## src/rtl/core/arp_pkg.sv

```systemverilog
// types and constants for the relocation field patcher pipeline
// no dependencies; imported by arm_reloc_field_patcher_top
package arp_pkg;

  // relocation kinds
  typedef enum logic [1:0] {
    KIND_DATA   = 2'd0,
    KIND_PCREL  = 2'd1,
    KIND_BRANCH = 2'd2,
    KIND_ROTIMM = 2'd3
  } kind_t;

  // result status codes
  typedef enum logic [1:0] {
    ST_OK     = 2'd0,
    ST_NO_ROT = 2'd1,
    ST_RANGE  = 2'd2
  } status_t;

  localparam int unsigned WordBits = 32;
  localparam int unsigned NumRot   = WordBits / 2;

  localparam logic [31:0] Imm24Mask  = 32'h00ff_ffff;
  localparam logic [31:0] ByteMask   = 32'h0000_00ff;
  localparam logic [31:0] HalfMask   = 32'h0000_ffff;
  localparam logic [31:0] FullMask   = 32'hffff_ffff;
  localparam logic [31:0] UpBit      = 32'h0080_0000;
  localparam logic [31:0] Imm12Field = 32'h0000_0fff;

  localparam logic [2:0] Size1 = 3'd1;
  localparam logic [2:0] Size2 = 3'd2;
  localparam logic [2:0] Size4 = 3'd4;

  // stage a: captured inputs
  typedef struct packed {
    kind_t       kind;
    logic [31:0] value;
    logic [2:0]  bytes;
    logic [31:0] word;
  } stage_a_t;

  // stage b: offset difference and rotation candidates
  typedef struct packed {
    kind_t                  kind;
    logic [31:0]            value;
    logic [2:0]             bytes;
    logic [31:0]            word;
    logic [32:0]            diff;
    logic [NumRot-1:0]      match;
    logic [NumRot-1:0][7:0] rot_lo;
  } stage_b_t;

  // stage c: encoded field, insertion mask and status
  typedef struct packed {
    logic [31:0] word;
    logic [31:0] field;
    logic [31:0] mask;
    status_t     status;
  } stage_c_t;

endpackage

```

## src/rtl/core/arm_reloc_field_patcher_top.sv

```systemverilog
// relocation field patcher: four-stage pipeline, top level
// depends on arp_pkg (types, kind and status codes, masks)
//
// usage
//   input channel: opcode, fix_value, data_bytes, old_word with in_valid and
//   in_stall; a transfer happens at a rising edge with in_valid high and
//   in_stall low
//   output channel: patched_word and status with out_valid and out_stall;
//   a transfer happens at a rising edge with out_valid high and out_stall low
//   pipeline: stage a captures the inputs, stage b forms value-4 and the
//     sixteen rotation checks, stage c picks the encoding, the output stage
//     merges the field into the old word
//   throughput: one transfer per cycle in both directions while the
//   receiver keeps out_stall low; each stage holds one item
//   stall: when out_stall is high the output register holds; bubbles ahead
//   of it still fill, and in_stall rises only when all four stages are full,
//   so nothing is dropped or repeated
//   reset: rst (synchronous) empties every stage; payload registers keep
//   whatever they held
module arm_reloc_field_patcher_top (
  input  logic                clk,
  input  logic                rst,
  input  logic                in_valid,
  output logic                in_stall,
  input  logic [1:0]          opcode,
  input  logic signed [31:0]  fix_value,
  input  logic [2:0]          data_bytes,
  input  logic [31:0]         old_word,
  output logic                out_valid,
  input  logic                out_stall,
  output logic [31:0]         patched_word,
  output logic [1:0]          status
);
  import arp_pkg::*;

  stage_a_t a;
  stage_b_t b;
  stage_c_t c;
  stage_b_t b_next;
  stage_c_t c_next;
  logic     a_valid;
  logic     b_valid;
  logic     c_valid;

  logic     ready_o;
  logic     ready_c;
  logic     ready_b;
  logic     ready_a;

  // each stage moves when it is empty or the stage after it moves
  assign ready_o  = !out_valid || !out_stall;
  assign ready_c  = !c_valid || ready_o;
  assign ready_b  = !b_valid || ready_c;
  assign ready_a  = !a_valid || ready_b;
  assign in_stall = !ready_a;

  // stage b logic: offset difference without wrap, every even rotation
  always_comb begin
    logic [63:0] dbl;
    logic [31:0] rot;
    dbl          = {a.value, a.value};
    b_next.kind  = a.kind;
    b_next.value = a.value;
    b_next.bytes = a.bytes;
    b_next.word  = a.word;
    b_next.diff  = {a.value[31], a.value} - 33'd4;
    for (int j = 0; j < NumRot; j++) begin
      rot              = dbl[63-2*j -: 32];
      b_next.match[j]  = (rot[31:8] == 24'd0);
      b_next.rot_lo[j] = rot[7:0];
    end
  end

  // stage c logic: encode the field for each kind
  always_comb begin
    logic [32:0] mag;
    logic        found;
    logic [3:0]  rot_idx;
    logic [7:0]  rot_byte;
    mag      = b.diff[32] ? (~b.diff + 33'd1) : b.diff;
    found    = 1'b0;
    rot_idx  = '0;
    rot_byte = '0;
    // smallest rotation wins: scan from the top so the lowest match sticks
    for (int j = NumRot - 1; j >= 0; j--) begin
      if (b.match[j]) begin
        found    = 1'b1;
        rot_idx  = 4'(j);
        rot_byte = b.rot_lo[j];
      end
    end
    c_next.word   = b.word;
    c_next.field  = '0;
    c_next.mask   = '0;
    c_next.status = ST_OK;
    case (b.kind)
      KIND_DATA: begin
        c_next.field = b.value;
        case (b.bytes)
          Size4:   c_next.mask = FullMask;
          Size2:   c_next.mask = HalfMask;
          Size1:   c_next.mask = ByteMask;
          default: c_next.mask = '0;  // other sizes leave the word alone
        endcase
      end
      KIND_PCREL: begin
        if (mag[32:12] != 21'd0) begin
          // magnitude 4096 or more: word unchanged
          c_next.status = ST_RANGE;
        end else begin
          c_next.field = (b.diff[32] ? 32'd0 : UpBit) | {20'd0, mag[11:0]};
          c_next.mask  = UpBit | Imm12Field;
        end
      end
      KIND_BRANCH: begin
        c_next.field = {8'd0, b.diff[25:2]};
        c_next.mask  = Imm24Mask;
      end
      KIND_ROTIMM: begin
        c_next.mask = Imm12Field;
        if (found) begin
          c_next.field = {20'd0, rot_idx, rot_byte};
        end else begin
          // not encodable: clear the immediate field
          c_next.status = ST_NO_ROT;
        end
      end
      default: begin
        c_next.mask = '0;
      end
    endcase
  end

  // valid bits
  always_ff @(posedge clk) begin
    if (rst) begin
      a_valid   <= 1'b0;
      b_valid   <= 1'b0;
      c_valid   <= 1'b0;
      out_valid <= 1'b0;
    end else begin
      if (ready_a) a_valid <= in_valid;
      if (ready_b) b_valid <= a_valid;
      if (ready_c) c_valid <= b_valid;
      if (ready_o) out_valid <= c_valid;
    end
  end

  // payload registers
  always_ff @(posedge clk) begin
    if (ready_a) begin
      a.kind  <= kind_t'(opcode);
      a.value <= fix_value;
      a.bytes <= data_bytes;
      a.word  <= old_word;
    end
    if (ready_b) b <= b_next;
    if (ready_c) c <= c_next;
    if (ready_o && c_valid) begin
      patched_word <= (c.word & ~c.mask) | (c.field & c.mask);
      status       <= c.status;
    end
  end

  // the input side stalls only with every stage occupied
  a_full_on_stall: assert property (@(posedge clk) disable iff (rst)
    in_stall |-> (a_valid && b_valid && c_valid && out_valid))
    else $error("input stalled with an empty pipeline stage");

  // an out-of-range offset never touches the word
  range_leaves_word: assert property (@(posedge clk) disable iff (rst)
    (c_valid && c.status == ST_RANGE) |-> (c.mask == 32'd0))
    else $error("out-of-range offset with a nonzero insertion mask");

  // a result leaving the output stage while stage c is full is refilled next cycle
  refill_on_drain: assert property (@(posedge clk) disable iff (rst)
    (out_valid && !out_stall && c_valid) |=> out_valid)
    else $error("output stage failed to take the waiting item");

  // status is always one of the defined codes
  status_defined: assert property (@(posedge clk) disable iff (rst)
    out_valid |-> (status == ST_OK || status == ST_NO_ROT || status == ST_RANGE))
    else $error("undefined status code at the output");

endmodule

```

## config.mk

```make
export PLATFORM = sky130hd
export DESIGN_NAME = arm_reloc_field_patcher_top
export DESIGN_NICKNAME = d
export VERILOG_FILES = /design/src/rtl/core/arp_pkg.sv /design/src/rtl/core/arm_reloc_field_patcher_top.sv
export SDC_FILE = /design/constraint.sdc
export NUM_CORES = 1
export LEC_CHECK = 0
export BUFFER_PORTS_ARGS = -buffer_cell sky130_fd_sc_hd__buf_4
export CAP_MARGIN = 25
export CORE_MARGIN = 4
export CORE_UTILIZATION = 60
export CTS_BUF_LIST = sky130_fd_sc_hd__clkbuf_16
export DETAILED_ROUTE_END_ITERATION = 12
export PLACE_DENSITY_LB_ADDON = 0.3
export SLEW_MARGIN = 5
export SYNTH_ARGS = -nofsm -noshare
export SYNTH_HDL_FRONTEND = slang
export SYNTH_SLANG_ARGS = --single-unit
```

## constraint.sdc

```tcl
create_clock -name clk -period 4.8 [get_ports clk]
set_input_delay 0.48 -clock clk [delete_from_list [all_inputs] [get_ports clk]]
set_output_delay 0.48 -clock clk [all_outputs]
set_load 0.05 [all_outputs]
```

### After elaboration in Yosys (flattened, before gate mapping)

Index checks and enable logic that the tools add are counted.

| storage, ports and cells | value |
|---|---|
| output and inout port bits | 36 |
| logic and storage cells | 136 |
| register bits after elaboration | 451 |
| input bits | 73 |

| cells by class | value |
|---|---|
| reduce and logical (&&, ||, !) cells | 29 |
| eq/ne operators | 6 |
| bitwise logic cells | 6 |
| mux-type cells | 57 |
| add/sub/neg operators | 2 |

Operator list:

| operator | number |
|---|---|
| $logic_not A24 Y1 | 16 |
| $pmux W64 S4 | 1 |
| $mux W8 | 16 |
| $pmux W32 S3 | 1 |
| $and A32 B32 Y32 | 2 |
| $mux W4 | 16 |
| $mux W56 | 1 |
| $add A33 B1 Y33 const B | 1 |
| $mux W33 | 1 |
| $not A33 Y33 | 1 |
| $sub A32 B4 Y33 const B | 1 |
| $not A32 Y32 | 1 |
| $or A32 B32 Y32 | 1 |
| $mux W24 | 1 |
| $or A24 B12 Y24 | 1 |
| $reduce_bool A21 Y1 | 1 |
| $mux W1 | 17 |
| $mux W12 | 1 |
| $logic_not A1 Y1 | 6 |
| $eq A2 B2 Y1 const B | 2 |
| $logic_or A1 B1 Y1 | 4 |
| $pmux W2 S2 | 1 |
| $eq A3 B1 Y1 const B | 1 |
| $eq A3 B2 Y1 const B | 1 |
| 5 further kinds | 5 |

### Longest topological paths before layout

Gate-level depths: netlist (run 1).

| logic depth | value |
|---|---|
| word-level depth | 18 |
| gate-level depth with buffers | 10 |
| gate-level depth less buffers | 9 |

### Worst setup path before layout (run 1)

OpenSTA, ideal clock, no wires.

| timing path | value |
|---|---|
| path kind | reg2out |
| start | reg out_valid |
| end | out in_stall |
| data arrival time | 3655 ps |
| stages on the path, launching flop included | 4 |
| setup slack | 665 ps |
| buffers on the path | 0 |
| path through | dfxtp_1 and3_1 nand3_1 inv_1 |

| on the way | value |
|---|---|
| cells in the longest elaborated chain, start to end | 6 |

Ends and longest elaborated chain:

| what | line | source |
|---|---|---|
| from (decl) | arm_reloc_field_patcher_top.sv:29 | `output logic out_valid,` |
| from (signal assigned) | arm_reloc_field_patcher_top.sv:145 | `if (ready_o) out_valid <= c_valid;` |
| $logic_not A1 Y1 | arm_reloc_field_patcher_top.sv:51 | `assign ready_o = !out_valid \|\| !out_stall;` |
| $logic_or A1 B1 Y1 | arm_reloc_field_patcher_top.sv:51 |  |
| $logic_or A1 B1 Y1 | arm_reloc_field_patcher_top.sv:52 | `assign ready_c = !c_valid \|\| ready_o;` |
| $logic_or A1 B1 Y1 | arm_reloc_field_patcher_top.sv:53 | `assign ready_b = !b_valid \|\| ready_c;` |
| $logic_or A1 B1 Y1 | arm_reloc_field_patcher_top.sv:54 | `assign ready_a = !a_valid \|\| ready_b;` |
| $logic_not A1 Y1 | arm_reloc_field_patcher_top.sv:55 | `assign in_stall = !ready_a;` |
| to (decl) | arm_reloc_field_patcher_top.sv:24 | `output logic in_stall,` |

No other way between the ends.

==> metrics, run 1 <==
Clock Skews roughly 0.013 ns; Initial DRC Count approximately 1,100; die height between 150 and 200 um; power per cell area ~360 mW/mm^2; min-delay src fix_value[7]; hold_buf cts 0; final setup vio count 0; Max Fanout on Critical Path 9; initial antenna violation count 0; Min Hold Slack between 0.1 and 0.15 ns; IO Pins approximately 110; largest net degree at the start of global routing around 50; CTS max path bufs 3; R2R Setup Slk 1.56 ns; crit path time final 3.24 ns; Layout fillers 1,439; first-pass GRT wire length just over 50,000 um; die area around 0.024 mm^2; unrepaired setup endpoints after global routing false; main area contributors after synthesis edfxtp_1, nor2_1, mux2_2; IO buf count about 110; Critical R2R Capture c[42]$_DFFE_PP_; Data required, critical path 5.15 ns; crit path cell chain inv_1 > ha_1 > nor4b_1 > nand4_1 > a21oi_1 > o2111ai_1 > nor4_4 > nand4_4 > o311ai_2; row cnt 53; Pre-antenna DRT Iters 5; Worst slew margin between 40% and 50%; largest delay contributor family on the critical path simple AND/OR/NAND/NOR gates; nature of the critical path endpoint flip-flop; Arr. time, crit path ~3.6 ns; routed vias/inst 6.48; sequential share of the synthesized area ~68%; critical path's slowest cell nor4_4; Async S/R FF share, synth 0%; count of cell types in the netlist 74; Post-CTS Setup Inserts 0; Post-Route WL approximately 34,000 um; post-DR wirelength/cell around 25 um; CTS clk-pin slew, worst paths 0.07 ns; crit path buf inv count 1; EDFF count, synth 291; vias ~8,800; Synth Register Bits 295; Total Routing Usage GR about 28%; Sequential Area slightly below 0.009 mm^2; Diodes inserted 0; Worst Max-Slew Pin Slew between 0.8 and 0.9 ns; CTS H-tree depth 1; number of global-route vias before repair between 8,000 and 9,000; CTS tree yes; Mean Syn Cell Area 13.7 um^2; clk_lat worst skew 0.54 ns; final setup TNS 0 ns; Top FF cell, synth edfxtp_1; top cell type's share of synthesized area between 60% and 70%; post_cts resized 0; worst flop-to-flop path startpoint b[212]$_DFFE_PP_; area of the multi-input gates around 0.0040 mm^2; DR DRC count 0; startpoint class of the critical path flip-flop; synthesized instance count between 900 and 1,000; Worst Hold Class input port to flip-flop; max frequency ~310 MHz; Min-Delay Endpoint a[42]$_DFFE_PN_; nets@finish about 1,100; post-detailed-placement half-perimeter wirelength between 20,000 and 25,000 um; Core ar. around 0.021 mm^2; status completed; Slew Limit Fails 0; TritonCTS buffer count 29; root buf cell clkbuf_16; Mapped Nets a little over 1,000; CTS Sinks just under 300; Final Wtd Congestion roughly 0.95; Starting Density roughly 61%; crit share post-route 67.5%; worst reg2reg path depth 9; cell taking the most area after synthesis edfxtp_1; antenna viol nets, final 0; grt ovf 0; final hold viol count 0; area delta synth->final 15.7%; Die Width approximately 160 um; worst setup path class flip-flop to flip-flop; maxcap violations 0; Leak Pwr 5.58 nW; share of layout cells above drive strength 1 about a fifth; Synth Warn # 0; mapped cell area between 0.01 and 0.015 mm^2; WHS Path Cells 1; CP peak stage delay between 0.5 and 0.6 ns; Worst VDD drop 0.000398 V
[routing by layer]
metal  part of all wire (%)  GRT usage, %  wire length (um)  vias to the layer above
met4                    5.1          11.5              1750                        0
met2                     48          45.4             16300                      476
met3                    7.3          4.26              2510                      104
li1                       -             -                 -                     3940
met1                     40          38.1             13600                     4263
met5                      0             0                 0                        -
[power by group]
| part | switching [mW] | internal (mW) |
|---|---|---|
| logic | 0.149 | 0.130 |
| clock network | 0.922 | 1.20 |
| registers | 0.124 | 2.96 |
[worst max-delay path by stage]
stage	startpoint	cells past startpoint	to
2_1_floorplan	out_valid$_SDFFE_PP0N_	3	in_stall
3_3_place_gp	b[213]$_DFFE_PP_	9	c[42]$_DFFE_PP_
3_5_place_dp	b[213]$_DFFE_PP_	9	c[42]$_DFFE_PP_
4_1_cts	b[213]$_DFFE_PP_	9	c[42]$_DFFE_PP_
5_1_grt	b[212]$_DFFE_PP_	9	c[42]$_DFFE_PP_
6_report	b[212]$_DFFE_PP_	9	c[42]$_DFFE_PP_
[registers in the layout (all words and copies together) (netlist names)]
name,flops
a,69
status,2
c_valid,1
b_valid,1
b,116
out_valid,1
patched_word,32
a_valid,1
c,72
[cell type report]
| cell class | count | area share, % |
|---|---|---|
| sequential | 295 | 58.7 |
| inverter | 29 | 0.724 |
| tap | 275 | 2.29 |
| clock buffer | 29 | 4.83 |
| timing repair buffer | 120 | 6.21 |
| clock inverter | 21 | 1.02 |
| multi-input combinational | 586 | 26.3 |
[worst reg2reg max path: stages (launching register included)]
cell	delay, ns
edfxtp_1	0.49
inv_1	0.18
ha_1	0.31
nor4b_1	0.49
nand4_1	0.15
a21oi_1	0.18
o2111ai_1	0.16
nor4_4	0.51
nand4_4	0.25
o311ai_2	0.33
[cells in the final DEF (no fill, tap or decap), types with 8 or more instances in the layout]
master / instances
a21oi_1: 25
and2_1: 13
nor2_1: 108
mux2_2: 33
o21ai_0: 15
inv_1: 34
clkbuf_16: 29
mux2i_1: 17
a221oi_1: 13
o31ai_1: 8
nand2_1: 52
xor2_1: 23
buf_4: 118
a211oi_1: 9
nor4_1: 17
a22oi_1: 10
o221ai_1: 8
nor2b_1: 11
edfxtp_1: 291
nor3_1: 21
nand2b_1: 12
o22ai_1: 14
xnor2_1: 14
nand3_1: 23
nand4_1: 13
[Yosys cell counts (all sizes together) (14+ instances only)]
library cell and instances:
a21oi 25, clkbuf 28, edfxtp 291, inv 27, mux2 33, mux2i 17, nand2 53, nand3 24
nand4 16, nor2 108, nor3 24, nor4 22, o21ai 22, o22ai 14, xnor2 14, xor2 23
[cells by family (layout without fill, tap and decap cells)]
| logic type | after synthesis | after routing | synth area share (%) |
|---|---|---|---|
| buf+inv | 65 | 199 | 1.97 |
| compound gates | 177 | 177 | 10.3 |
| flops | 295 | 295 | 67.9 |
| simple gates | 319 | 319 | 12.9 |
| mux | 50 | 50 | 4.17 |
| fa+ha+maj | 3 | 3 | 0.289 |
| xor+xnor | 37 | 37 | 2.49 |
[per-stage QoR]
stage               cell area, um^2  utilization (%)  total power [mW]  setup WS [ns]  cells
finish                        15000             71.1              5.48           1.56   1355
global route                  15000             71.1              5.65           1.30   1355
CTS                           15000             71.0              5.49           1.61   1354
detailed placement            14100             66.8              3.40           1.63   1304
global placement              14100             66.7              3.39           1.78   1303
floorplan                     13000                -              3.24          0.665    946
(Power assumes the default switching activity.)
==> inputs of run 2 (changes only) <==
- clock period: 4.8 -> 3.3 ns (I/O delays scaled with it)
==> metrics, run 2 (synthesis gave the netlist of run 1 again) <==
final setup TNS 0 ns (unchanged); CTS Sinks 295 (unchanged); clk_lat worst skew 0.55 ns (about the same); final setup vio count 0 (unchanged); max frequency 330 MHz (+6.9%); Die Width 155 um (unchanged); Worst VDD drop 0.000485 V (+22%); grt ovf 0 (unchanged); worst setup path class flip-flop to flip-flop; nature of the critical path endpoint flip-flop; share of layout cells above drive strength 1 22.1% (+1.7 points); initial antenna violation count 0 (unchanged); CTS H-tree depth 1 (unchanged); post-DR wirelength/cell 24.0 um (-5.0%); Arr. time, crit path 3.39 ns (-0.20 ns); Pre-antenna DRT Iters 5 (unchanged); Max Fanout on Critical Path 9 (unchanged); routed vias/inst 6.29 (-3.0%); Starting Density 61.4% (unchanged); CTS tree yes; CTS max path bufs 3 (unchanged); final hold viol count 0 (unchanged); utilization after layout 75.9% (+4.8 points); antenna viol nets, final 0 (unchanged); Worst Hold Class input port to flip-flop; Initial DRC Count 992 (-5.6%); vias 9,170 (+4.4%); status completed; Leak Pwr 6.04 nW (+8.3%); Flop pwr share 53.8% (-2.4 points); Largest register FFs 116 (unchanged); crit path buf inv count 3 (+2); row cnt 53 (unchanged); largest net degree at the start of global routing 73 (+49%); critical path's slowest cell edfxtp_1; Worst slew margin 37.8% (-8.8 points); internal power 6.48 mW (+51%); IO Pins 109 (unchanged); DR DRC count 0 (unchanged); Slew Limit Fails 0 (unchanged); final non-filler cell total 1,459 (+7.7%); unrepaired setup endpoints after global routing false; commonest non-fill, non-tap cell in the layout edfxtp_1; Worst Setup Slack, final 0.267 ns (-1.29 ns); startpoint class of the critical path flip-flop; Total Routing Usage GR 29.1% (+1.2 points); number of global-route vias before repair 9,120 (+6.5%); crit path cell chain inv_1 > ha_1 > nor4b_1 > buf_4 > nand4_1 > o22ai_1 > or3b_1 > nor4_4 > buf_4 > nand4_4 > o311ai_2; nets@finish 1,238 (+8.9%); IO buf count 108 (unchanged); Core ar. 0.0212 mm^2 (unchanged); crit share post-route 91.9% (+24 points); dpl ws 0.241 ns (-1.39 ns); most used cell, CP buf_4; Diodes inserted 0 (unchanged); Overall Power 8.30 mW (+52%); Post-Route WL 35,000 um (+2.3%); Top Registers b x116, c x72, a x69; TritonCTS buffer count 29 (unchanged); die height 155 um (unchanged); power share of the combinational group 6.1% (+1.0 points); Placed Cells 1,335 (+2.4%); Clock Power Share 40.1% (+1.4 points); P_sw 1.83 mW (+53%); first-pass GRT wire length 53,300 um (+4.2%); power per cell area 517 mW/mm^2 (+42%); Biggest register b; Worst Max-Slew Pin Slew 0.933 ns (+0.132 ns); die area 0.0241 mm^2 (unchanged); maxcap violations 0 (unchanged); area delta synth->final 23.5%; Data required, critical path 3.66 ns (-1.49 ns); most frequent cells in the layout edfxtp_1, buf_4, nor2_1, dlygate4sd3_1, nand2_1; Sw Ratio 22.0% (+0.17 points); CP peak stage delay 0.52 ns (about the same); Final Wtd Congestion 1.03 (+8.1%); largest delay contributor family on the critical path simple AND/OR/NAND/NOR gates; CTS clk-pin slew, worst paths 0.07 ns (about the same); Clock Skews 0.0196 ns (+0.00676 ns); post-detailed-placement half-perimeter wirelength 24,600 um (+0.27%); root buf cell clkbuf_16; crit path time final 3.03 ns (-0.208 ns)
run 2: changes by cell type in the layout (fill, tap and decap cells not counted), sizes merged:
cell         change
dlygate4sd3     +70
bufinv           +2
clkinvlp         +2
inv              -5
buf             +31
clkinv           +4
run 2: cell type report:
class | count | area (um^2)
clock buffers | 29 | 726
clock inverters | 24 | 238
fillers | 1265 | 5100
inverters | 29 | 109
multi-input cells | 586 | 3950
flip-flops and latches | 295 | 8820
well taps | 275 | 344
repair buffers | 221 | 1870
run 2: per-stage QoR:
step                      area, um^2  hold WS [ns]
after CTS                      16000        0.0380
after detailed placement       14400         0.405
final                          16100        0.0381
after floorplan                13000         0.399
after global placement         14400         0.401
after global routing           16100        0.0543
run 2: what timing repair did:
| item | CTS | global route |
|---|---|---|
| resized for setup | 0 | 1 |
| setup endpoints to repair | 0 | 9 |
| setup buffers | 0 | 1 |
| endpoints found under the hold margin | 73 | 0 |
| hold buffers | 70 | 0 |
run 2: path summary, 6_finish.rpt:
path                     from              endpoint  slack, ns  depth (start not counted)
max          b[212]$_DFFE_PP_       c[42]$_DFFE_PP_       0.27                         11
min                  in_valid  a_valid$_SDFFE_PP0N_       0.04                          3
max reg2reg  b[212]$_DFFE_PP_       c[42]$_DFFE_PP_       0.27                         11
min reg2reg    a[3]$_DFFE_PN_      b[180]$_DFFE_PP_       0.42                          0
run 2: per-layer routing:
metal | track usage (%) | up-vias | routed length [um]
met4 | 12.4 | 0 | 1630
met2 | 48.1 | 505 | 17000
li1 | - | 4145 | -
met1 | 39.1 | 4435 | 13500
met3 | 4.14 | 85 | 2900
met5 | 0 | - | 0
run 2: power by group through the flow:
stage / clock network, mW / registers [mW] / logic [mW]
detailed placement: 0 / 4.54 / 0.425
finish: 3.33 / 4.47 / 0.505
CTS: 3.33 / 4.46 / 0.496
floorplan: 0 / 4.49 / 0.224
global placement: 0 / 4.53 / 0.417
global route: 3.54 / 4.48 / 0.539
run 2: tightest hold or removal path, cell delays in order:
cell and delay, ns:
buf_4 0.11, inv_1 0.04, a21oi_1 0.05
